==> src/hw/rtl/pfs_pkg.sv <==
// Shared types and constants for the smallest-prime-factor factoriser.
// No dependencies; imported by every module of the block.
package pfs_pkg;

    localparam int unsigned MAX_VALUE   = 65535;
    localparam int unsigned DATA_W      = 16;
    localparam int unsigned ADDR_W      = DATA_W;
    localparam int unsigned TABLE_DEPTH = 1 << ADDR_W;
    // Sieve never runs past the largest value an input can carry
    localparam int unsigned SIEVE_LIMIT =
        (MAX_VALUE < TABLE_DEPTH - 1) ? MAX_VALUE : TABLE_DEPTH - 1;

    localparam int unsigned MAX_RESULTS = 16;
    localparam int unsigned CNT_W       = $clog2(MAX_RESULTS);

    // Queue depth must be a power of two so the pointers wrap naturally
    localparam int unsigned QUEUE_DEPTH = 2;
    localparam int unsigned QPTR_W      = $clog2(QUEUE_DEPTH);
    localparam int unsigned QCNT_W      = $clog2(QUEUE_DEPTH + 1);

    localparam int unsigned DIV_RADIX_BITS = 2;
    localparam int unsigned DIV_CYCLES     = DATA_W / DIV_RADIX_BITS;
    localparam int unsigned DIV_CNT_W      = $clog2(DIV_CYCLES);

    localparam logic [2*DATA_W-1:0] SQ_LIMIT = (2*DATA_W)'(SIEVE_LIMIT);
    localparam logic [DATA_W:0]     M_LIMIT  = (DATA_W+1)'(SIEVE_LIMIT);

    typedef logic [DATA_W-1:0] word_t;

    typedef struct packed {
        logic              en;
        logic [ADDR_W-1:0] addr;
    } lookup_req_t;

    typedef struct packed {
        word_t value;
        logic  empty;
    } job_t;

    typedef struct packed {
        logic  start;
        word_t dividend;
        word_t divisor;
    } div_req_t;

    typedef enum logic [2:0] {
        T_INIT,
        T_PCHECK,
        T_PWAIT,
        T_MRD,
        T_MWAIT,
        T_DONE
    } tbl_state_t;

    typedef enum logic [2:0] {
        B_IDLE,
        B_READ,
        B_WAIT,
        B_DIV,
        B_EMIT
    } back_state_t;

endpackage

==> src/hw/rtl/pfs_div.sv <==
// Iterative restoring divider, DIV_RADIX_BITS quotient bits per cycle.
// Depends on pfs_pkg.
module pfs_div
    import pfs_pkg::*;
(
    input  logic     clk,
    input  logic     rst_n,
    input  div_req_t req,
    output logic     done,
    output word_t    quotient
);

    logic                 busy_reg;
    logic                 done_reg;
    logic [DIV_CNT_W-1:0] cnt_reg;
    logic [DATA_W:0]      rem_reg;
    word_t                quo_reg;
    word_t                dsr_reg;

    logic [DATA_W:0]      rem_step;
    word_t                quo_step;

    always_comb
    begin
        rem_step = rem_reg;
        quo_step = quo_reg;
        for (int i = 0; i < DIV_RADIX_BITS; i++)
        begin
            // remainder stays below the divisor, so the dropped top bit is zero
            rem_step = {rem_step[DATA_W-1:0], quo_step[DATA_W-1]};
            if (rem_step >= {1'b0, dsr_reg})
            begin
                rem_step = rem_step - {1'b0, dsr_reg};
                quo_step = {quo_step[DATA_W-2:0], 1'b1};
            end
            else
            begin
                quo_step = {quo_step[DATA_W-2:0], 1'b0};
            end
        end
    end

    always_ff @(posedge clk or negedge rst_n)
    begin
        if (!rst_n)
        begin
            busy_reg <= 1'b0;
            done_reg <= 1'b0;
            cnt_reg  <= '0;
        end
        else if (req.start)
        begin
            busy_reg <= 1'b1;
            done_reg <= 1'b0;
            cnt_reg  <= '0;
        end
        else if (busy_reg)
        begin
            cnt_reg <= cnt_reg + 1'b1;
            if (cnt_reg == DIV_CNT_W'(DIV_CYCLES - 1))
            begin
                busy_reg <= 1'b0;
                done_reg <= 1'b1;
            end
        end
        else
        begin
            done_reg <= 1'b0;
        end
    end

    always_ff @(posedge clk)
    begin
        if (req.start)
        begin
            rem_reg <= '0;
            quo_reg <= req.dividend;
            dsr_reg <= req.divisor;
        end
        else if (busy_reg)
        begin
            rem_reg <= rem_step;
            quo_reg <= quo_step;
        end
    end

    assign done     = done_reg;
    assign quotient = quo_reg;

endmodule

==> src/hw/rtl/pfs_back.sv <==
// Back end: factors queued jobs by table lookup and division, and holds
// each result in an output register. Depends on pfs_pkg and pfs_div.
module pfs_back
    import pfs_pkg::*;
(
    input  logic        clk,
    input  logic        rst_n,
    input  logic        job_valid,
    input  job_t        job,
    output logic        pop,
    output lookup_req_t lookup,
    input  word_t       lookup_data,
    output logic        res_valid,
    input  logic        res_ready,
    output word_t       factor,
    output logic        empty_res,
    output logic        last
);

    back_state_t      state_reg, state_next;
    logic [CNT_W-1:0] count_reg, count_next;
    word_t            residual_reg, residual_next;
    word_t            p_reg, p_next;
    word_t            pend_factor_reg, pend_factor_next;
    logic             pend_empty_reg, pend_empty_next;
    logic             pend_last_reg, pend_last_next;

    logic             out_valid_reg;
    word_t            out_factor_reg;
    logic             out_empty_reg;
    logic             out_last_reg;
    logic             load_out;
    logic             slot_free;

    div_req_t         div_req;
    logic             div_done;
    word_t            quotient;
    word_t            p_sel;

    pfs_div u_div (
        .clk      (clk),
        .rst_n    (rst_n),
        .req      (div_req),
        .done     (div_done),
        .quotient (quotient)
    );

    assign slot_free = !out_valid_reg || res_ready;
    // an entry below two cannot hold a factor: take the residual whole
    assign p_sel     = (lookup_data < word_t'(2)) ? residual_reg : lookup_data;

    always_ff @(posedge clk or negedge rst_n)
    begin
        if (!rst_n)
        begin
            state_reg     <= B_IDLE;
            count_reg     <= '0;
            out_valid_reg <= 1'b0;
        end
        else
        begin
            state_reg <= state_next;
            count_reg <= count_next;
            if (load_out)
            begin
                out_valid_reg <= 1'b1;
            end
            else if (res_ready)
            begin
                out_valid_reg <= 1'b0;
            end
        end
    end

    always_ff @(posedge clk)
    begin
        residual_reg    <= residual_next;
        p_reg           <= p_next;
        pend_factor_reg <= pend_factor_next;
        pend_empty_reg  <= pend_empty_next;
        pend_last_reg   <= pend_last_next;
        if (load_out)
        begin
            out_factor_reg <= pend_factor_reg;
            out_empty_reg  <= pend_empty_reg;
            out_last_reg   <= pend_last_reg;
        end
    end

    always_comb
    begin
        state_next       = state_reg;
        count_next       = count_reg;
        residual_next    = residual_reg;
        p_next           = p_reg;
        pend_factor_next = pend_factor_reg;
        pend_empty_next  = pend_empty_reg;
        pend_last_next   = pend_last_reg;
        pop              = 1'b0;
        load_out         = 1'b0;
        lookup.en        = 1'b0;
        lookup.addr      = residual_reg[ADDR_W-1:0];
        div_req.start    = 1'b0;
        div_req.dividend = residual_reg;
        div_req.divisor  = p_sel;

        case (state_reg)
            B_IDLE:
            begin
                if (job_valid)
                begin
                    pop           = 1'b1;
                    residual_next = job.value;
                    count_next    = '0;
                    if (job.empty)
                    begin
                        pend_factor_next = '0;
                        pend_empty_next  = 1'b1;
                        pend_last_next   = 1'b1;
                        state_next       = B_EMIT;
                    end
                    else
                    begin
                        state_next = B_READ;
                    end
                end
            end
            B_READ:
            begin
                lookup.en  = 1'b1;
                state_next = B_WAIT;
            end
            B_WAIT:
            begin
                p_next        = p_sel;
                div_req.start = 1'b1;
                state_next    = B_DIV;
            end
            B_DIV:
            begin
                if (div_done)
                begin
                    residual_next    = quotient;
                    pend_factor_next = p_reg;
                    pend_empty_next  = 1'b0;
                    pend_last_next   = (quotient <= word_t'(1))
                                    || (count_reg == CNT_W'(MAX_RESULTS - 1));
                    state_next       = B_EMIT;
                end
            end
            B_EMIT:
            begin
                // hold until the output register is free
                if (slot_free)
                begin
                    load_out = 1'b1;
                    if (pend_last_reg)
                    begin
                        state_next = B_IDLE;
                    end
                    else
                    begin
                        count_next = count_reg + 1'b1;
                        state_next = B_READ;
                    end
                end
            end
            default:
            begin
                state_next = B_IDLE;
            end
        endcase
    end

    assign res_valid = out_valid_reg;
    assign factor    = out_factor_reg;
    assign empty_res = out_empty_reg;
    assign last      = out_last_reg;

endmodule

==> config.mk <==
export PLATFORM = sky130hd
export DESIGN_NAME = pfs_back
export DESIGN_NICKNAME = d
export VERILOG_FILES = /design/src/hw/rtl/pfs_pkg.sv /design/src/hw/rtl/pfs_div.sv /design/src/hw/rtl/pfs_back.sv
export SDC_FILE = /design/constraint.sdc
export NUM_CORES = 1
export LEC_CHECK = 0
export BUFFER_PORTS_ARGS = -buffer_cell sky130_fd_sc_hd__buf_2
export CAP_MARGIN = 20
export CELL_PAD_IN_SITES_DETAIL_PLACEMENT = 1
export CELL_PAD_IN_SITES_GLOBAL_PLACEMENT = 1
export CORE_UTILIZATION = 46
export DETAILED_ROUTE_END_ITERATION = 10
export PLACE_DENSITY = 0.89
export SLEW_MARGIN = 10
export SYNTH_ARGS = -nofsm -noshare
export SYNTH_HDL_FRONTEND = slang
export SYNTH_SLANG_ARGS = --single-unit
export TNS_END_PERCENT = 30
==> constraint.sdc <==
create_clock -name clk -period 4.9 [get_ports clk]
set_clock_uncertainty 0.1 [all_clocks]
set_input_delay 0.245 -clock clk [delete_from_list [all_inputs] [get_ports clk]]
set_output_delay 0.245 -clock clk [all_outputs]
set_load 0.02 [all_outputs]
=== Yosys cells after proc, flatten, opt, wreduce, memory -nomap -nowiden ===
Index checks and enable logic that the tools add are counted.

* Bits in registers: 129
* Bits of input ports: 37
* Output and inout bits: 37
* Logic and storage cells: 95

* $add $sub $neg: 4
* $lt $le $gt $ge: 4
* Equality and inequality tests: 12
* Multiplexer cells: 46
* Reduce and logical (&&, ||, !) cells: 12

{| class="wikitable"
|+ Operators by type and width
! operator !! count
|-
| 16-bit 2-to-1 mux || 10
|-
| 16-bit one-hot mux with 2 select lines || 2
|-
| 17-bit by 16-bit >= comparator with 1-bit output || 2
|-
| 16-bit subtractor || 2
|-
| 1-bit 2-to-1 mux || 21
|-
| 3-bit 2-to-1 mux || 6
|-
| 16-bit by 1-bit less-or-equal comparator with 1-bit output (second input constant) || 1
|-
| 16-bit by 2-bit < comparator with 1-bit output (second input constant) || 1
|-
| 3-bit one-hot mux with 5 select lines || 1
|-
| 4-bit 2-to-1 mux || 3
|-
| 2-bit inequality test (second input constant) || 4
|-
| 4-bit one-hot mux with 2 select lines || 1
|-
| 4-bit AND reduction || 2
|-
| 2-bit nonzero test || 4
|-
| 3-bit by 2-bit == test with 1-bit output (second input constant) || 2
|-
| 3-bit == test (second input constant) || 2
|-
| 3-bit AND reduction || 2
|-
| 4-bit by 1-bit adder with 4-bit output (second input constant) || 1
|-
| 4-bit == test (second input constant) || 1
|-
| 1-bit one-hot mux with 2 select lines || 2
|-
| 3-bit by 1-bit adder with 3-bit output (second input constant) || 1
|-
| 3-bit by 1-bit == test with 1-bit output (second input constant) || 1
|-
| 3-bit zero test || 1
|-
| 3-bit inequality test (second input constant) || 1
|-
| 3 further kinds || 4
|}

=== Logic depth before layout (Yosys ltp) ===
* Depth after elaboration: 6
* Mapped depth: 21
* Depth with buffers taken out: 18

=== By module ===
Synthesis repeated with hierarchy kept, for this count alone.

* Cell total of the unflattened synthesis: 592
* Area, all modules: 7080.5 um2

{| class="wikitable"
|+ By module, submodules not included
! module !! times used !! cells each !! area an instance (um2) !! sequential area each (um2)
|-
| pfs_div || 1 || 387 || 3868.7 || 1406.3
|-
| pfs_back || 1 || 205 || 3211.8 || 2242.2
|}

=== Least setup slack after synthesis ===
No wires, ideal clock.

* Path kind: reg-to-reg
* Start: reg, netlist name p_reg[4]
* End: reg u_div.quo_reg[0] (netlist: u_div.quotient[0]) (data pin)
* Library setup time: 0.253 ns
* Data arrival time: 3.970 ns
* Data required time: 4.547 ns
* Setup slack: 0.577 ns
* Stages on the path, launching flop included: 20
* Buffers on the path: 3
* Clock period less this slack: 4.323 ns
* Path through: edfxtp_1 -> inv_1 -> ha_1 -> a21o_1 -> a21oi_1 -> a31oi_2 -> o21ai_4 -> buf_2 -> mux2i_1 -> ha_1 -> nor2b_1 -> o31a_1 -> o2111ai_1 -> a41oi_1 -> o21ai_0 -> o211ai_1 -> buf_6 -> buf_6 -> nor2_1 -> nor2_1

{| class="wikitable"
|+ RTL lines
! item !! RTL line !! source
|-
| end signal: assignment || pfs_div.sv:77 || <nowiki>quo_reg <= req.dividend;</nowiki>
|-
| end signal: assignment || pfs_div.sv:83 || <nowiki>quo_reg <= quo_step;</nowiki>
|-
| end: declaration || pfs_div.sv:17 || <nowiki>word_t quo_reg;</nowiki>
|}

=== Worst setup path in the final report ===
* Start: reg u_div.quo_reg[15] (netlist: u_div.quotient[15])
* End: reg u_div.rem_reg[7]

* Cells in the longest elaborated chain, start to end: 4
* Elaborated cells between the ends (all ways): 6
* Classes of those cells: add/sub (2); order compare (2); mux (2)

{| class="wikitable"
|+ RTL lines
! item !! RTL line !! source
|-
| 16-bit subtractor / 17-bit by 16-bit >= comparator with 1-bit output (equally long branches) || pfs_div.sv:33, pfs_div.sv:31 ||
|-
| 16-bit 2-to-1 mux (*) || pfs_div.sv:31 || <nowiki>if (rem_step >= {1'b0, dsr_reg})</nowiki>
|-
| 16-bit subtractor / 17-bit by 16-bit >= comparator with 1-bit output (equally long branches) || pfs_div.sv:33, pfs_div.sv:31 ||
|-
| 16-bit 2-to-1 mux (*) || pfs_div.sv:31 ||
|-
| end signal: assignment || pfs_div.sv:82 || <nowiki>rem_reg <= rem_step;</nowiki>
|-
| end: declaration || pfs_div.sv:16 || <nowiki>logic [DATA_W:0] rem_reg;</nowiki>
|}

Mark *: on every way between the ends. The rest lies on a longest branch, timed or not.
A chain may end at the register's enable or synchronous reset.

==> results.yml <==
floorplan:
  core_area_um2: 13400
  fp.dieW_um: 119.7
  rows: 42
  die_area_um2: 14330
  initial_utilization_pct: 47.56
  die_h_um: 119.7
  num_io_pins: 74
global_routing:
  overflow: 0
  grtUsageMet3_pct: 8.365
  grt_pass1_vias: 6028
  grt_pass1_wl_um: 33230
  grt_util_met1_pct: 36.01
  track_usage_pct: 31.44
  top_usage_layer: "met2"
  grt_max_degree: 40
  grt_use_met2_pct: 55.17
  antenna_found_initial: 0
logic_synthesis:
  ys.flop_type: "edfxtp_1"
  synth_cell_type_count: 60
  synthesis.instances: 634
  synth_edf_count: 84
  syn_avg_cell_area_um2: 10.05
  yosysSeqAreaShare_pct: 49.71
  ys_seq_elements: 113
  yosys_warnings: 0
  synth_nets: 708
  syn_area_um2: 6374
  async_flop_share_pct: 11.50
routing:
  wl_per_cell_um: 23.42
  wl_um: 21600
  via_per_inst: 6.031
  first_iter_violations: 398
  firstDrtPassIters: 6
  antenna_left: 0
  route.detailed.drc: 0
  vias: 5561
placed_design:
  hpwl_um: 13950
  place_congestion: 0.9830
  port_buffers: 73
setup_path:
  startpoint_type: "register"
  crit_required_ns: 5.08
  worstPathArrival_ns: 4.89
  crit_type: "reg2reg"
  cp_max_fo: 18
  crit_path_end_kind: "register"
  rr_worst_depth: 19
timing:
  hold_violations: 0
  finalCritPeriodShare_pct: 96.15
  fin_crit_ns: 4.711
  max_freq_mhz: 212.2
  rsz0062_at_grt: "yes"
  worst_pin_slew_ns: 0.9441
  setup_viol: 0
  slew_viol_final: 0
  max_slew_margin_pct: 36.90
  tns_ns: 0
clock_tree:
  clkTransAtPathRegs_ns: 0.06
  clk_latency_ns: 0.45
  clk_root_buffer_cell: "clkbuf_16"
  numCtsBuffers: 17
  htreeDepth: 4
  clock-sinks: 113
  tritoncts: "yes"
  clk_path_buf_depth: 2
cells_and_area:
  num_antenna_cells: 0
  area_growth_pct: 23.26
  final_cell_mix: "114 x nand2_1, 84 x edfxtp_1, 73 x buf_2"
  final_common_cell: "nand2_1"
  drive_gt1_share_pct: 20.64
  final_nets: 807
flow_run:
  cap_violations: 0
min_path:
  hold_path_class: "in2reg"
  holdPathStages: 3
status:
  status: "completed"
-- metrics by stage --
stage / setup WS, ns / utilization, % / instances / hold slack (ns) / cell area (um^2)
finish: 0.1885 / 58.63 / 922 / 0.005698 / 7856
global route: -0.01104 / 58.63 / 922 / 0.01928 / 7856
CTS: 0.02732 / 57.90 / 920 / 0.009266 / 7759
detailed placement: 0.1287 / 51.35 / 864 / 0.05048 / 6882
global placement: 0.1954 / 51.35 / 864 / 0.04124 / 6882
floorplan: 0.5766 / - / 634 / -0.1506 / 6374
-- synth_stat cells (all sizes together), types with 2 or more instances --
library cell / count / share of area [%]
a2111oi: 2 / 0.27
a211oi: 4 / 0.47
a21o: 27 / 3.2
a21oi: 22 / 1.7
a221oi: 2 / 0.47
a31o: 2 / 0.27
a31oi: 10 / 1.1
and3: 6 / 0.61
and4: 2 / 0.27
buf: 21 / 2.5
clkbuf: 14 / 0.82
clkinv: 2 / 0.12
dfrtp: 13 / 5.1
dfxtp: 16 / 5.0
edfxtp: 84 / 40
fa: 2 / 0.63
ha: 35 / 6.9
inv: 39 / 2.3
mux2: 8 / 1.4
mux2i: 17 / 2.7
nand2: 114 / 6.7
nand2b: 2 / 0.20
nand3: 14 / 1.1
nand3b: 2 / 0.24
nand4: 12 / 1.2
nor2: 48 / 2.8
nor3: 8 / 0.71
nor3b: 2 / 0.24
nor4: 7 / 0.69
o211ai: 3 / 0.35
o21a: 5 / 0.59
o21ai: 35 / 2.9
o21bai: 3 / 0.35
o22ai: 4 / 0.39
o31a: 3 / 0.41
o31ai: 3 / 0.35
or2: 2 / 0.20
or3: 4 / 0.39
xnor2: 16 / 2.2
xor2: 6 / 0.82
-- cells by family (layout without fill, tap and decap cells) --
logic type                 after synthesis  in the layout  share of synthesized area (%)
and+or+nand+nor                        227            227                          15.84
muxes                                   25             25                          4.083
buffers and inverters                   76            188                          5.713
DFF                                    113            113                          49.71
adders and majority gates               37             37                          7.499
xor gates and xnor gates                22             22                          3.023
AOI/OAI and AO/OA                      134            134                          14.13
-- cell type report --
type / instances / area (um^2)
clock inverter: 7 / 92.59
clock buffer: 25 / 529.3
tap: 176 / 220.2
sequential: 113 / 3168
multi-input combinational: 445 / 2939
inverter: 41 / 153.9
timing repair buffer: 115 / 753.2
fill: 1466 / 5544
-- layer usage --
metal  vias to the layer above  part of all wire [%]
li1                       2474                     -
met1                      2791                    39
met2                       243                    51
met3                        53                   6.9
met4                         0                   2.8
met5                         -                     0
-- path summary, 6_finish.rpt --
check | from | end | slack, ns
worst max-delay path | u_div.quotient[15] | u_div.rem_reg[7] | 0.19
worst min register to register | pend_factor_reg[13] | factor[13] | 0.32
worst min-delay path | job[5] | residual_reg[4] | 0.006
worst max register to register | u_div.quotient[15] | u_div.rem_reg[7] | 0.19
max in group asynchronous | rst_n | count_reg[3] | 4.31
min in group asynchronous | rst_n | u_div.cnt_reg[1] | 0.15
-- worst max-delay path, cell delays in order, from the launching register on --
cell and delay [ns]:
edfxtp_1 0.41, inv_2 0.11, ha_1 0.20, inv_1 0.07, fa_1 0.42, a21o_1 0.24, a221oi_4 0.35, nor3_2 0.11
o31a_1 0.33, o21a_1 0.19, or3_1 0.32, a31o_1 0.25, ha_1 0.33, nand4_1 0.13, nor3_2 0.05, a221oi_2 0.26
o211ai_1 0.18, buf_12 0.20, mux2i_1 0.22, a21oi_1 0.10
-- repair_timing --
action	4_1_cts	5_1_grt
gates resized for setup	3	21
endpoints found under the hold margin	36	0
pin swaps	0	3
hold buffers	24	0
endpoints found under the setup margin	8	16
buffers inserted	0	2
Power is not shown: default switching activity piles up to over one toggle a cycle in this logic, so the estimate is an artifact.
