**src/hw/rtl/pfs_pkg.sv**
```systemverilog
// Shared types and constants for the smallest-prime-factor factoriser.
// No dependencies; imported by every module of the block.
package pfs_pkg;

    localparam int unsigned MAX_VALUE   = 65535;
    localparam int unsigned DATA_W      = 16;
    localparam int unsigned ADDR_W      = DATA_W;
    localparam int unsigned TABLE_DEPTH = 1 << ADDR_W;
    // Sieve never runs past the largest value an input can carry
    localparam int unsigned SIEVE_LIMIT =
        (MAX_VALUE < TABLE_DEPTH - 1) ? MAX_VALUE : TABLE_DEPTH - 1;

    localparam int unsigned MAX_RESULTS = 16;
    localparam int unsigned CNT_W       = $clog2(MAX_RESULTS);

    // Queue depth must be a power of two so the pointers wrap naturally
    localparam int unsigned QUEUE_DEPTH = 2;
    localparam int unsigned QPTR_W      = $clog2(QUEUE_DEPTH);
    localparam int unsigned QCNT_W      = $clog2(QUEUE_DEPTH + 1);

    localparam int unsigned DIV_RADIX_BITS = 2;
    localparam int unsigned DIV_CYCLES     = DATA_W / DIV_RADIX_BITS;
    localparam int unsigned DIV_CNT_W      = $clog2(DIV_CYCLES);

    localparam logic [2*DATA_W-1:0] SQ_LIMIT = (2*DATA_W)'(SIEVE_LIMIT);
    localparam logic [DATA_W:0]     M_LIMIT  = (DATA_W+1)'(SIEVE_LIMIT);

    typedef logic [DATA_W-1:0] word_t;

    typedef struct packed {
        logic              en;
        logic [ADDR_W-1:0] addr;
    } lookup_req_t;

    typedef struct packed {
        word_t value;
        logic  empty;
    } job_t;

    typedef struct packed {
        logic  start;
        word_t dividend;
        word_t divisor;
    } div_req_t;

    typedef enum logic [2:0] {
        T_INIT,
        T_PCHECK,
        T_PWAIT,
        T_MRD,
        T_MWAIT,
        T_DONE
    } tbl_state_t;

    typedef enum logic [2:0] {
        B_IDLE,
        B_READ,
        B_WAIT,
        B_DIV,
        B_EMIT
    } back_state_t;

endpackage

```
**src/hw/rtl/pfs_front.sv**
```systemverilog
// Front end: accepts input values, flags 0 and 1 as empty, and queues jobs.
// Depends on pfs_pkg.
module pfs_front
    import pfs_pkg::*;
(
    input  logic  clk,
    input  logic  rst_n,
    input  logic  req_valid,
    output logic  req_ready,
    input  word_t value,
    input  logic  table_ready,
    input  logic  pop,
    output logic  job_valid,
    output job_t  job
);

    job_t              q_mem [QUEUE_DEPTH];
    logic [QPTR_W-1:0] wr_ptr_reg;
    logic [QPTR_W-1:0] rd_ptr_reg;
    logic [QCNT_W-1:0] cnt_reg;
    logic              push;
    job_t              job_in;

    assign req_ready = table_ready && (cnt_reg != QCNT_W'(QUEUE_DEPTH));
    assign push      = req_valid && req_ready;
    assign job_valid = (cnt_reg != '0);
    assign job       = q_mem[rd_ptr_reg];

    always_comb
    begin
        job_in.value = value;
        job_in.empty = (value <= word_t'(1));
    end

    always_ff @(posedge clk)
    begin
        if (push)
        begin
            q_mem[wr_ptr_reg] <= job_in;
        end
    end

    always_ff @(posedge clk or negedge rst_n)
    begin
        if (!rst_n)
        begin
            wr_ptr_reg <= '0;
            rd_ptr_reg <= '0;
            cnt_reg    <= '0;
        end
        else
        begin
            if (push)
            begin
                wr_ptr_reg <= wr_ptr_reg + 1'b1;
            end
            if (pop)
            begin
                rd_ptr_reg <= rd_ptr_reg + 1'b1;
            end
            case ({push, pop})
                2'b10:   cnt_reg <= cnt_reg + 1'b1;
                2'b01:   cnt_reg <= cnt_reg - 1'b1;
                default: cnt_reg <= cnt_reg;
            endcase
        end
    end

endmodule

```
**config.mk**
```make
export PLATFORM = sky130hd
export DESIGN_NAME = pfs_front
export DESIGN_NICKNAME = d
export VERILOG_FILES = /design/src/hw/rtl/pfs_pkg.sv /design/src/hw/rtl/pfs_front.sv
export SDC_FILE = /design/constraint.sdc
export NUM_CORES = 1
export LEC_CHECK = 0
export BUFFER_PORTS_ARGS = -buffer_cell sky130_fd_sc_hd__buf_2
export CAP_MARGIN = 20
export CORE_MARGIN = 4
export CORE_UTILIZATION = 29
export CTS_CLUSTER_SIZE = 30
export DETAILED_ROUTE_END_ITERATION = 10
export PLACE_DENSITY_LB_ADDON = 0.2
export SETUP_SLACK_MARGIN = 0.05
export SLEW_MARGIN = 10
export SYNTH_ARGS = -nofsm -noshare
export SYNTH_HDL_FRONTEND = slang
export SYNTH_SLANG_ARGS = --single-unit
export TNS_END_PERCENT = 5
```
**constraint.sdc**
```tcl
create_clock -name clk -period 5.1 [get_ports clk]
set_input_delay 0 -clock clk [delete_from_list [all_inputs] [get_ports clk]]
set_output_delay 0 -clock clk [all_outputs]
set_load 0.01 [all_outputs]
```
Yosys cells after proc, flatten, opt, wreduce, memory -nomap -nowiden
Memories as Yosys holds them, arrays and structs flattened.
Cells that the tools add are included.
- bits in registers: 4
- bits in writable memories: 34
- bits of input ports: 21
- memories kept: 1
- $add $sub $neg: 4
- order comparisons: 1
- equality and inequality tests: 3
- muxes and demuxes: 3
- reductions and logical operators: 4
- memory list (memory ; depth ; width ; rd ports ; clocked after Yosys merged registers in ; wr ports ; RTL line ; RTL):
    q_mem ; 2 ; 17 ; 1 ; 0 ; 1 ; pfs_front.sv:17 ; job_t q_mem [QUEUE_DEPTH];
- operators by type and width (kind ; count):
    16-bit by 1-bit less-or-equal comparator with 1-bit output (second input constant) ; 1
    2-bit one-hot mux with 2 select lines ; 1
    2-bit nonzero test ; 2
    1-bit adder (second input constant) ; 2
    2-bit by 1-bit adder with 2-bit output (second input constant) ; 1
    2-bit by 1-bit equality test with 1-bit output (second input constant) ; 1
    2-bit equality test (second input constant) ; 1
    1-bit logical AND ; 2
    1-bit two-way mux ; 2
    2-bit != test (second input constant) ; 1
    2-bit by 1-bit subtractor with 2-bit output (second input constant) ; 1

Longest topological paths before layout
Gate-level depths: netlist of the first run.
- word-level depth: 5
- gate-level depth with buffers: 6
- mapped depth without buffers: 6

Worst setup path after synthesis of the first run
Ideal clock, no wire load.
- path type: flip-flop to flip-flop
- from: reg cnt_reg[1]
- to: mem q_mem[0][0] (netlist name) (enable)
- library setup time: 0.390 ns
- arrival: 1.354 ns
- data required time: 4.710 ns
- path slack: 3.355 ns
- cell stages (with the launch flop): 4
- period minus slack after synthesis: 1.745 ns
- cell sequence: dfrtp_1 inv_1 o211ai_2 nor2_1
- cells in the longest elaborated chain, start to end: 5
- ends and longest elaborated chain (what ; RTL line ; RTL):
    from (decl) ; pfs_front.sv:20 ; logic [QCNT_W-1:0] cnt_reg;
    from (signal assigned) ; pfs_front.sv:62 ; 2'b10: cnt_reg <= cnt_reg + 1'b1;
    from (signal assigned) ; pfs_front.sv:63 ; 2'b01: cnt_reg <= cnt_reg - 1'b1;
    from (signal assigned) ; pfs_front.sv:64 ; default: cnt_reg <= cnt_reg;
    2-bit != test ; pfs_front.sv:24 ; assign req_ready = table_ready && (cnt_reg != QCNT_W'(QUEUE_DEPTH));
    1-bit logical AND ; pfs_front.sv:24 ;
    1-bit logical AND ; pfs_front.sv:25 ; assign push = req_valid && req_ready;
    1-bit two-way mux ; pfs_front.sv:37 ; if (push)
    1-bit two-way mux (implied by the code) ; pfs_front.sv:39 ; q_mem[wr_ptr_reg] <= job_in;
    to (decl) ; pfs_front.sv:17 ;
No other way between the ends.

==> metrics.yaml, run 1 <==
outcome:
  status: "completed"
routing:
  finalWirelength_um: 2860
  postRouteAntennaNets: 0
  vias: 875
  wl_per_cell_um: 13.8
  vias_per_cell: 4.23
  first_pass_iters: 2
  drc_errors: 0
  drt_iter0_drc: 30
layout:
  layout_common_cells: "39 x buf_2, 34 x edfxtp_1, 18 x dlygate4sd3_1, 9 x mux2_4, 7 x mux2_2"
  nNetsFinal: 161
  final_area_mm2: 0.00206
  syn_to_final_growth_pct: 36.7
  finalNonFillerCells: 207
  largest_reg_flops: 34
  diodes: 0
  final_common_cell: "buf_2"
  drive_gt1_share_pct: 47.9
synth:
  yosysWarnings: 0
  netlist_area_mm2: 0.00151
  synth.avg_cell_area_um2: 19.8
  ys_types: 19
  synthCells: 76
  synth_seq_cells: 38
  ys_seq_area_share_pct: 74.4
  synth.net_count: 98
min_path:
  hp-class: "in2reg"
setup_path:
  crit_arrival_ns: 1.84
  max_stage_delay_ns: 0.98
  crit_family: "flip-flops"
  cp_max_fo: 18
  end_kind: "primary output"
  crit_chain: "mux2_2 -> buf_2"
  crit_slowest_cell: "dfrtp_1"
  path_buf_inv: 1
  cp-start-kind: "flop"
  crit_type: "reg2out"
  required_ns: 5.10
global_routing:
  grt_usage_pct: 9.45
  grt_pass1_wl_um: 4450
  overflow: 0
  grt_start_max_net_pins: 19
  grt_pass1_vias: 921
  antenna_found_initial: 0
floorplan:
  fp.dieW_um: 80.1
  io_pins: 40
  die_area_mm2: 0.00641
  die_y_um: 80.1
  rows: 25
  initial_utilization_pct: 30.9
  core_area_mm2: 0.00488
clock_tree:
  cts_num_sinks: 38
  htreeDepth: 2
  cts.repair.resized: 0
  cts_tree: "done"
  clock_path_buffers: 2
  path_clk_slew_ns: 0.07
  insertion_delay_ns: 0.28
  clock-root-buffer: "clkbuf_8"
  numCtsBuffers: 5
sta:
  timing.final.ws_setup_ns: 3.26
  tns_ns: 0
  finalCritPeriodShare_pct: 36.1
  fin_skew_ns: 0.00418
  period_needed_ns: 1.84
  worst_pin_slew_ns: 0.966
  hold_violations: 0
  fmax_mhz: 544
  max_slew_margin_pct: 35.6
  setup_viol: 0
  maxSlewViolCount: 0
  rsz0062_at_grt: "no"
place:
  dp_slack_ns: 3.32
  dpl_cell_area_mm2: 0.00177
  dp_hpwl_um: 1920
  place.gp.congestion: 0.715
  placed_cells: 181
  portBuffers: 39
pwr:
  ir_drop_mv: 0.226
  p_per_area_mw_per_mm2: 463
  total_power_uw: 954
  power.leakage_nw: 0.809
flow_run:
  maxCapViolCount: 0
metrics by stage:
step                hold slack, ns  util, %
finish                      0.0185     42.2
global route                0.0419     42.2
CTS                        0.00950     42.2
detailed placement          -0.184     36.3
global placement            -0.191     36.3
floorplan                   -0.296        -
routing by layer:
layer | part of all wire (%) | vias to the layer above | GRT usage [%]
li1 | - | 419 | -
met1 | 43 | 421 | 11.5
met2 | 50 | 29 | 15.2
met3 | 5.4 | 6 | 3.70
met4 | 1.3 | 0 | 3.38
met5 | 0 | - | 0
synthesized netlist by cell type:
library cell | instances | area, um^2
a21boi_2 | 1 | 11.3
and3_1 | 1 | 6.26
and4_1 | 1 | 8.76
buf_6 | 2 | 22.5
dfrtp_1 | 4 | 100
edfxtp_1 | 34 | 1020
ha_1 | 1 | 12.5
inv_1 | 1 | 3.75
inv_2 | 1 | 3.75
mux2_1 | 1 | 11.3
mux2_2 | 7 | 78.8
mux2_4 | 9 | 135
nand2_1 | 1 | 3.75
nor2_1 | 2 | 7.51
nor3_1 | 1 | 5.00
nor4_1 | 3 | 18.8
o211ai_2 | 1 | 12.5
xnor2_1 | 4 | 35.0
xor2_1 | 1 | 8.76
cell type report:
type	instances	area [um^2]
Timing Repair Buffer	58	383
Clock buffer	5	68.8
Clock inverter	3	40.0
Sequential cell	38	1120
Inverter	2	7.51
Tap cell	67	83.8
Multi-Input combinational cell	34	355
Fill cell	472	2820
power by group:
part	internal, mW	switching (mW)	leakage [nW]
logic	0.149	0.110	0.393
registers	0.393	0.0554	0.358
clock network	0.144	0.102	0.0579
worst register-to-register path, cell delays in order (launching register included):
cell	delay, ns
dfrtp_1	0.44
inv_2	0.06
a21boi_2	0.16
and3_1	0.73
path summary, 6_finish.rpt:
| check | start | endpoint | slack, ns | cells after the start |
|---|---|---|---|---|
| min in group asynchronous | rst_n | cnt_reg[0]$_DFFE_PN0P_ | 0.05 | 2 |
| worst min register to register | wr_ptr_reg$_DFFE_PN0P_ | wr_ptr_reg$_DFFE_PN0P_ | 0.50 | 1 |
| worst max-delay path | rd_ptr_reg$_DFFE_PN0P_ | job[0] | 3.26 | 2 |
| worst min-delay path | req_valid | wr_ptr_reg$_DFFE_PN0P_ | 0.02 | 3 |
| max in group asynchronous | rst_n | wr_ptr_reg$_DFFE_PN0P_ | 4.92 | 2 |
| worst max register to register | cnt_reg[0]$_DFFE_PN0P_ | q_mem[1][14]$_DFFE_PP_ | 3.33 | 3 |
logic make-up after synthesis:
kind of cell             synth area share [%]
buffers and inverters                    1.99
XOR/XNOR                                 2.91
multiplexers                             15.0
adder cells (fa/ha/maj)                 0.830
flip-flops                               74.4
AND/OR/NAND/NOR                          3.32
AO/OA/AOI/OAI                            1.58
timing repair:
item,4_1_cts,5_1_grt
buffers inserted,0,0
endpoints found under the hold margin,37,0
hold buffers,18,0
Note: power is estimated with default switching activity, not from simulation.
==> run 2: changes to the inputs <==
==> constraint.sdc (replaced) <==
create_clock -name clk -period 1.5 [get_ports clk]
set_input_delay 0 -clock clk [delete_from_list [all_inputs] [get_ports clk]]
set_output_delay 0 -clock clk [all_outputs]
set_load 0.01 [all_outputs]
==> metrics.yaml, run 2 (synthesized netlist as in run 1, its figures left out) <==
setup_path:
  rr_worst_depth: 5
  rr_endpoint: "q_mem[0][7]$_DFFE_PP_"
  crit_type: "reg2reg"
  cp-start-kind: "flop"
  ff2ff_setup_slack_ns: 0.11
  r2r-start: "cnt_reg[1]$_DFFE_PN0P_"
  end_kind: "flop"
  required_ns: 1.50
  cp_max_fo: 4
  crit_arrival_ns: 1.39
layout:
  nNetsFinal: 168
  final_area_mm2: 0.00217
  drive_gt1_share_pct: 51.0
  diodes: 0
  layout_common_cells: "39 x buf_2, 34 x edfxtp_1, 18 x dlygate4sd3_1, 9 x mux2_4, 7 x mux2_2"
  syn_to_final_growth_pct: 43.9
  final_common_cell: "buf_2"
  fin_util_pct: 44.4
  largest_reg_flops: 34
  finalNonFillerCells: 214
sta:
  hold_ws_ns: 0.0355
  fin_skew_ns: 0.00679
  setup_viol: 0
  rsz0062_at_grt: "yes"
  tns_ns: 0
  maxSlewViolCount: 0
  worst_pin_slew_ns: 0.384
  timing.final.ws_setup_ns: 0.106
  period_needed_ns: 1.39
  finalCritPeriodShare_pct: 92.9
  fmax_mhz: 718
  hold_violations: 0
  max_slew_margin_pct: 74.2
global_routing:
  use_met1_pct: 11.1
  overflow: 0
  antenna_found_initial: 0
  grt_use_met3_pct: 3.25
  grt_pass1_vias: 991
  grt_usage_pct: 9.51
  top_usage_layer: "met2"
  use_met2_pct: 16.5
  grt_start_max_net_pins: 14
  grt_pass1_wl_um: 4630
place:
  portBuffers: 39
  dpl_cell_area_mm2: 0.00184
  placed_cells: 186
  dp_slack_ns: 0.166
  place.gp.congestion: 0.735
floorplan:
  die_area_mm2: 0.00641
  core_area_mm2: 0.00488
  fp.dieW_um: 80.1
  io_pins: 40
  rows: 25
  initial_utilization_pct: 30.9
  die_y_um: 80.1
clock_tree:
  insertion_delay_ns: 0.28
  path_clk_slew_ns: 0.07
  clock_path_buffers: 2
  htreeDepth: 2
  cts_num_sinks: 38
  numCtsBuffers: 5
  cts_tree: "done"
  clock-root-buffer: "clkbuf_8"
routing:
  drt_iter0_drc: 53
  vias: 882
  postRouteAntennaNets: 0
  finalWirelength_um: 2870
  wl_per_cell_um: 13.4
  vias_per_cell: 4.12
  drc_errors: 0
  first_pass_iters: 4
pwr:
  power.leakage_nw: 0.858
  p_per_area_mw_per_mm2: 1620
  ir_drop_mv: 0.794
  total_power_mw: 3.51
outcome:
  status: "completed"
min_path:
  hp-class: "in2async"
flow_run:
  maxCapViolCount: 0
==> run 2: cell types whose count changed in the layout (fill, tap and decap cells not counted), sizes merged <==
| cell | delta |
|---|---|
| buf | +7 |
| bufinv | +1 |
| clkinv | -1 |
==> run 2: timing repair <==
item	4_1_cts	5_1_grt
endpoints found under the setup margin	0	8
hold buffers	18	0
resized for setup	0	1
hold endpoints to repair	37	0
buffers inserted	0	2
==> run 2: routing by layer <==
layer	share of wire, %	wire length [um]
met3	5.8	166
met2	51	1480
met5	0	0
met4	0	0
met1	43	1230
==> run 2: where the power goes <==
| part | switching (mW) | leakage (nW) | internal [mW] |
|---|---|---|---|
| combinational | 0.497 | 0.434 | 0.594 |
| sequential | 0.0811 | 0.358 | 1.34 |
| clock | 0.344 | 0.0658 | 0.658 |
| total | 0.923 | 0.858 | 2.59 |
==> run 2: final cells by class <==
class	instances	area, um^2
clock buffers	5	68.8
clock inverters	3	63.8
fillers	466	2710
inverters	2	7.51
multi-input cells	34	359
flip-flops and latches	38	1120
well taps	67	83.8
repair buffers	65	464
==> run 2: worst max path at each step <==
| stage | startpoint | cells past startpoint | to | slack [ns] |
|---|---|---|---|---|
| 2_1_floorplan | cnt_reg[1]$_DFFE_PN0P_ | 3 | q_mem[0][0]$_DFFE_PP_ | 0.03 |
| 3_3_place_gp | cnt_reg[1]$_DFFE_PN0P_ | 4 | q_mem[0][1]$_DFFE_PP_ | 0.22 |
| 3_5_place_dp | cnt_reg[0]$_DFFE_PN0P_ | 4 | q_mem[1][12]$_DFFE_PP_ | 0.17 |
| 4_1_cts | rd_ptr_reg$_DFFE_PN0P_ | 3 | job[0] | 0.06 |
| 5_1_grt | cnt_reg[0]$_DFFE_PN0P_ | 5 | cnt_reg[1]$_DFFE_PN0P_ | 0.03 |
| 6_report | cnt_reg[1]$_DFFE_PN0P_ | 5 | q_mem[0][7]$_DFFE_PP_ | 0.11 |
==> run 2: worst max-delay path, cell delays in order (launching register included) <==
cell	delay [ns]
dfrtp_1	0.39
inv_1	0.12
o211ai_2	0.12
buf_4	0.16
nor2_2	0.15
buf_4	0.17
==> run 3: changes to the inputs <==
==> constraint.sdc (replaced) <==
create_clock -name clk -period 1.5 [get_ports clk]
set_input_delay 0.225 -clock clk [delete_from_list [all_inputs] [get_ports clk]]
set_output_delay 0.225 -clock clk [all_outputs]
set_load 0.01 [all_outputs]
==> metrics.yaml, run 3 (synthesized netlist as in run 1, its figures left out) <==
sta:
  max_slew_margin_pct: 74.0
  finalCritPeriodShare_pct: 104
  fin_skew_ns: 0.00486
  worst_pin_slew_ns: 0.387
  setup_viol: 17
  maxSlewViolCount: 0
  tns_ns: -0.892
  hold_violations: 0
  fmax_mhz: 639
  hold_ws_ns: 0.134
  timing.final.ws_setup_ns: -0.0652
  period_needed_ns: 1.57
  rsz0062_at_grt: "yes"
routing:
  first_pass_iters: 3
  drc_errors: 0
  finalWirelength_um: 2710
  postRouteAntennaNets: 0
  vias: 831
  wl_per_cell_um: 13.8
  drt_iter0_drc: 35
  vias_per_cell: 4.24
setup_path:
  rr_worst_depth: 4
  end_kind: "primary output"
  cp_max_fo: 6
  crit_arrival_ns: 1.34
  cp-start-kind: "flop"
  crit_type: "reg2out"
  required_ns: 1.27
min_path:
  min_path_cells: 2
  hp-class: "in2reg"
flow_run:
  maxCapViolCount: 0
place:
  dp_slack_ns: 0.110
  dp_hpwl_um: 1930
  placed_cells: 186
  portBuffers: 39
  place.gp.congestion: 0.738
global_routing:
  grt_pass1_vias: 927
  grt_pass1_wl_um: 4400
  overflow: 0
  grt_start_max_net_pins: 14
  antenna_found_initial: 0
  grt_usage_pct: 9.09
floorplan:
  die_area_mm2: 0.00641
  rows: 25
  die_y_um: 80.1
  io_pins: 40
  fp.dieW_um: 80.1
  initial_utilization_pct: 30.9
  core_area_mm2: 0.00488
outcome:
  status: "finished with violations"
  failed_checks: "negative setup slack"
layout:
  drive_gt1_share_pct: 59.7
  finalNonFillerCells: 196
  final_common_cell: "edfxtp_1"
  layout_common_cells: "34 x edfxtp_1, 22 x buf_2, 18 x buf_6, 17 x mux2_4, 5 x clkbuf_8"
  nNetsFinal: 150
  largest_reg_flops: 34
  diodes: 0
  fillers: 460
  syn_to_final_growth_pct: 40.3
pwr:
  ir_drop_mv: 0.733
  power.leakage_nw: 0.840
  p_per_area_mw_per_mm2: 1680
clock_tree:
  htreeDepth: 2
  insertion_delay_ns: 0.28
  numCtsBuffers: 5
  clock_path_buffers: 2
  cts_tree: "done"
  cts_num_sinks: 38
  clock-root-buffer: "clkbuf_8"
  path_clk_slew_ns: 0.07
[run 3: cell types whose count changed in the layout (fill, tap and decap cells not counted), sizes merged]
cell / delta
buf: -2
bufinv: -2
clkbuf: +1
clkinv: +1
clkinvlp: +1
dlygate4sd3: -17
[run 3: critical path, stage by stage, from the launching register on]
cell	delay, ns
dfrtp_2	0.46
clkbuf_16	0.18
mux2_4	0.30
buf_6	0.12
[run 3: final timing paths]
check | end | from | slack [ns]
worst min-delay path | rd_ptr_reg$_DFFE_PN0P_ | pop | 0.13
min in group asynchronous | cnt_reg[0]$_DFFE_PN0P_ | rst_n | 0.28
worst max register to register | cnt_reg[1]$_DFFE_PN0P_ | cnt_reg[0]$_DFFE_PN0P_ | 0.14
worst max-delay path | job[12] | rd_ptr_reg$_DFFE_PN0P_ | -0.07
max in group asynchronous | rd_ptr_reg$_DFFE_PN0P_ | rst_n | 1.09
worst min register to register | wr_ptr_reg$_DFFE_PN0P_ | wr_ptr_reg$_DFFE_PN0P_ | 0.52
[run 3: final cells by class]
cell class	count	area [um^2]	area share [%]
clock buffers	5	68.8	3.26
clock inverters	3	16.3	0.770
inverters	2	7.51	0.355
multi-input cells	34	392	18.5
flip-flops and latches	38	1120	53.1
well taps	67	83.8	3.97
repair buffers	47	423	20.0
[run 3: per-layer routing]
layer	global-route usage (%)	up-vias	share of wire (%)
li1	-	395	-
met1	10.0	404	41
met2	15.4	30	51
met3	3.92	2	7.0
met4	3.55	0	0.81
met5	0	-	0
[run 3: power breakdown]
| part | internal (mW) | total [mW] | leakage (nW) | switching [mW] |
|---|---|---|---|---|
| Combinational | 0.883 | 1.43 | 0.441 | 0.546 |
| Clock | 0.318 | 0.668 | 0.0416 | 0.350 |
| Sequential | 1.34 | 1.45 | 0.357 | 0.104 |
| Total | 2.54 | 3.54 | 0.840 | 1.00 |
[run 3: repair_timing]
item	CTS	global route
pin swaps	0	1
hold buffers	1	0
resized for setup	15	13
setup buffers	0	0
setup endpoints to repair	17	18
cloned	0	1
hold endpoints to repair	4	0
[run 3: per-stage QoR]
stage | cell area [um^2] | utilization, % | total power [mW]
floorplan | 1510 | - | 2.13
global placement | 1850 | 37.9 | 2.52
detailed placement | 1850 | 37.9 | 2.54
CTS | 2030 | 41.6 | 3.39
global route | 2110 | 43.3 | 3.74
finish | 2110 | 43.3 | 3.54
